## src/hdl/ffba_ram.sv

```systemverilog
// ----------------------------------------------------------------------------
// Generic RAM
// One write port, one read port, registered read data.
// ----------------------------------------------------------------------------
module ffba_ram #(
  parameter int unsigned WIDTH = 32,
  parameter int unsigned DEPTH = 64
) (
  input  logic                                   clk_i,
  input  logic                                   we_i,
  input  logic [(DEPTH > 1 ? $clog2(DEPTH) : 1)-1:0] waddr_i,
  input  logic [WIDTH-1:0]                       wdata_i,
  input  logic [(DEPTH > 1 ? $clog2(DEPTH) : 1)-1:0] raddr_i,
  output logic [WIDTH-1:0]                       rdata_o
);

  logic [WIDTH-1:0] mem_q [DEPTH];
  logic [WIDTH-1:0] rdata_q;

  always_ff @(posedge clk_i) begin
    if (we_i) begin
      mem_q[waddr_i] <= wdata_i;
    end
    rdata_q <= mem_q[raddr_i];
  end

  assign rdata_o = rdata_q;

endmodule

```

## config.mk

```make
export PLATFORM = sky130hd
export DESIGN_NAME = ffba_ram
export DESIGN_NICKNAME = d
export VERILOG_FILES = /design/src/hdl/ffba_ram.sv
export SDC_FILE = /design/constraint.sdc
export NUM_CORES = 2
export LEC_CHECK = 0
export BUFFER_PORTS_ARGS = -buffer_cell sky130_fd_sc_hd__buf_2
export CAP_MARGIN = 30
export CELL_PAD_IN_SITES_DETAIL_PLACEMENT = 1
export CELL_PAD_IN_SITES_GLOBAL_PLACEMENT = 1
export CORE_ASPECT_RATIO = 0.7
export CORE_MARGIN = 2
export CORE_UTILIZATION = 60
export DETAILED_ROUTE_END_ITERATION = 6
export GPL_ROUTABILITY_DRIVEN = 0
export PLACE_DENSITY = 0.91
export SETUP_SLACK_MARGIN = 0.4
export SYNTH_ARGS = -nofsm -noshare
export SYNTH_HDL_FRONTEND = slang
export SYNTH_SLANG_ARGS = --single-unit
```

## constraint.sdc

```tcl
create_clock -name clk_i -period 7.9 [get_ports clk_i]
set_input_delay 1.185 -clock clk_i [delete_from_list [all_inputs] [get_ports clk_i]]
set_output_delay 1.185 -clock clk_i [all_outputs]
set_load 0.01 [all_outputs]
```

-- Word level (Yosys, flattened, before mapping)
Memories as Yosys holds them, arrays and structs flattened. A register that Yosys moved wholly into a read port is not among the register bits.
Index checks and enable logic that the tools add are counted.
Widths: inputs -> output; s select.
- register bits after elaboration: 0
- bits in latches: 0
- RAM bits: 2048
- ROM bits: 0
- bits of input ports: 46
- output and inout port bits: 32
- word-level logic and storage cells: 3
- memories kept: 1
- add/subtract/negate cells: 0
- multiply operators: 0
- div/mod/pow operators: 0
- magnitude comparators: 0
- eq/ne operators: 0
- shift-type cells: 0
- muxes and demuxes: 2
- bitwise operators: 0
- reductions and logical operators: 0
- memories (memory ; depth ; bits a word ; read ports ; clocked after Yosys merged registers in ; wr ports ; RTL line ; source):
    mem_q ; 64 ; 32 ; 1 ; 1 ; 1 ; 17 ; logic [WIDTH-1:0] mem_q [DEPTH];
- operator list (cell ; number):
    $mux 1 ; 2

-- Longest topological paths before layout
- depth in word-level cells: 2
- mapped depth: 10
- gate-level depth less buffers: 5

-- Worst setup path before layout
Ideal clock, no wire load.
- kind: in2reg
- from: in waddr_i[3] in the netlist's numbering
- to: mem mem_q[48][0], enable pin
- setup time: 0.461 ns
- arrival: 3.884 ns
- required time: 7.439 ns
- slack: 3.555 ns
- cell stages on the path: 4
- buffers on the path: 1
- cells stage by stage: clkbuf_1 -> nor2b_1 -> nand4b_1 -> nor3_1
- RTL lines (item ; RTL line ; source):
    start: declaration ; 11 ; input logic [(DEPTH > 1 ? $clog2(DEPTH) : 1)-1:0] waddr_i,
    end: declaration ; 17 ;
No word-level cell before the write port.

==> results.md <==
* Status: finished clean
* CTS clk-pin slew, worst paths at 70 ps
* Pwr Total at 22.4 mW
* Min-delay src: wdata_i[17]
* Routed met1 length at 81.5 mm
* Hold buffers post-CTS at 0
* Top cells by area, synth: edfxtp_1 78%, mux4_2 16%, mux2i_1 1.2%
* Crit path DAT at 4950 ps
* Largest net degree at the start of global routing at 143
* DRT iter0 DRCs at 8059
* Synthesis warning total at 0
* Top cell type's share of synthesized area at 78.3%
* VDD IR max at 0.269 mV
* Ys flop type: edfxtp_1
* GRT overflow at 0
* Clock latency on the worst-skew pair at 850 ps
* Unrepaired setup endpoints after global routing: false
* Max-slew headroom at 14.7%
* DRT Pass-1 Iters at 6
* Final Hold Slack at 708 ps
* Number of flops mapped to enable cells by yosys at 2048
* Fmax at 0.234 GHz
* CP max stage cell: buf_4
* Max-cap violations at 0
* H-tree Lvls at 4
* Vias in the first global route at 41500
* Critical path endpoint category: flop
* Boundary pin count at 78
* Detail Route met2 WL at 115 mm
* Crit path cell chain: buf_8 -> buf_4 -> buf_4 -> mux4_2 -> o22ai_1 -> nor2_1
* Cell Pwr Density at 255 nW/um2
* Initial Util at 60.2%
* Routed via count at 40400
* Synth Register Bits at 2080
* Synth cell types at 34
* WHS Endpoint: mem_q[44][17]$_DFFE_PP_
* CTS tree: built
* Final layout net count at 3586
* Mapped Cells at 3324
* Port Buffer Count at 77
* Critical path class: in2reg
* Vias per cell at 7.41
* Metal3 WL at 35.1 mm
* Post-DP HPWL at 125 mm
* Worst Max-Slew Pin Slew at 1270 ps
* Crit path top cell by count: buf_4
* Hold crit path type: in2reg
* Reg-to-Reg Start: mem_q[9][9]$_DFFE_PP_
* Crit path buf inv count at 3
* Routed Antenna Nets at 0
* Root Driver: clkbuf_16
* Clk sinks at 2080
* Num rows at 111
* Synth area leader: edfxtp_1
* Die H at 307 um
* Crit-path max FO at 73
* R2R depth at 4
* First-pass GRT wire length at 335 mm
* WHS Path Cells at 1
* Die span in x at 436 um
* Total Wirelength at 243 mm
* FF-to-FF End: rdata_o[9]$_DFF_P_
* WL/cell at 44.6 um
* Syn-to-layout area delta at 11.7%
* Sequential fraction of the synthesis area at 79.1%
* # DRC at 0
* CP max stage delay at 790 ps
* Mapped Area at 78500 um2
* Final Critical Period at 4280 ps
* Hold Vio Cnt, Final at 0
* Skew final at 35.2 ps
* Worst Setup Start Kind: input port
* Leakage power at 27.2 nW
* Die Area at 134000 um2
* R2R setup slack at 5260 ps
* Post-route clock period utilization at 54.2%
* Post-synth ARST share at 0%
* Antenna violations before repair at 28
* Max Root-Sink Buffers at 3
* Layout cells sized above 1 at 28.9%
* Slew Limit Fails at 0
* CP top delay family: buffers and inverters
* CTS buffer count at 180
* Core area at 130000 um2
* GRT Total Usage at 36.8%
* Data required time of the worst path at 8570 ps
* PostCTS Resize Cnt at 0
* Highest metal used: met5
* Setup Viol. Count Final at 0
* Synthesized net count at 3370
* Post-CTS setup buffer count at 0
* Avg Synthesized Cell Area at 23.6 um2
* Setup TNS at 0 ps
## area by class of cell
cell class | instances | area, um2
Sequential cell | 2080 | 62100
Clock inverter | 95 | 723
Timing Repair Buffer | 216 | 1800
Fill cell | 9771 | 42700
Antenna cell | 11 | 27.5
Clock buffer | 238 | 4850
Multi-Input combinational cell | 1062 | 16000
Tap cell | 1751 | 2190
## how the worst max path moves through the flow
stage	cells after the start	endpoint	startpoint
2_1_floorplan	4	mem_q[48][0]$_DFFE_PP_	waddr_i[3]
5_1_grt	6	rdata_o[9]$_DFF_P_	raddr_i[2]
6_report	6	rdata_o[9]$_DFF_P_	raddr_i[2]
4_1_cts	6	rdata_o[9]$_DFF_P_	raddr_i[2]
3_5_place_dp	6	rdata_o[9]$_DFF_P_	raddr_i[2]
3_3_place_gp	6	rdata_o[9]$_DFF_P_	raddr_i[2]
## registers in the layout, summed over array words and instances, names as in the netlist
signal and count:
rdata_o 32, mem_q 2048
## per-stage QoR
step | utilization [%] | setup WS, ps | cells | cell area [um2]
6_report | 67.2 | 3620 | 5453 | 87700
5_1_grt | 67.2 | 3570 | 5444 | 87700
4_1_cts | 67.1 | 3750 | 5432 | 87500
3_5_place_dp | 62.8 | 2970 | 5099 | 81900
3_3_place_gp | 62.6 | 3060 | 5086 | 81700
2_1_floorplan | - | 3560 | 3324 | 78500
## report_power, final
group	total (mW)	internal [mW]	switching [mW]	leakage, nW
registers	12.3	12.2	0.0746	18.7
logic	1.28	0.421	0.856	5.82
clock network	8.80	4.63	4.17	2.73
## cell usage after synthesis, types with 4 or more instances
master	number
nor2b_1	15
buf_1	21
a22oi_1	12
o221ai_1	27
edfxtp_1	2048
mux2i_1	93
nor2_1	137
a311oi_1	8
nand2_1	26
o22ai_1	84
and3_1	4
nand2b_1	8
nand3b_1	5
nor3_1	7
clkbuf_1	74
dfxtp_1	32
o32ai_1	4
buf_2	57
buf_6	5
mux4_2	544
a21oi_1	62
buf_4	25
nand3_1	5
a41o_1	4
## layout by cell type, fill, tap and decap left out, types with 15 or more instances in the layout
cell,instances
clkinv_2,29
mux4_2,544
buf_4,111
clkbuf_1,51
clkinv_1,43
nor2b_1,15
o221ai_1,27
buf_12,20
edfxtp_1,2048
clkbuf_16,185
nor2_1,75
dfxtp_1,32
buf_2,74
a21oi_1,62
o22ai_1,84
nor2_4,62
mux2i_1,93
nand2_1,25
## worst register-to-register path: cells and delay by family (launching register included)
kind,cells,cell delay (ps)
multiplexers,2,1100
AO/OA/AOI/OAI,1,780
flip-flops,1,420
AND/OR/NAND/NOR,1,170
## cell families (layout without fill, tap and decap cells)
family,count (synthesis),in the layout,share of synthesized area [%]
DFF,2080,2080,79.1
muxes,637,637,16.8
other,0,11,0
and+or+nand+nor,223,223,1.27
buffers and inverters,182,549,1.13
AOI/OAI and AO/OA,202,202,1.67
## metal layers
metal	track usage (%)	up-vias
li1	-	14700
met1	49.8	21000
met2	56.9	3976
met3	10.2	747
met4	16.5	20
met5	0	-
Power figures use the tool's default switching activity.
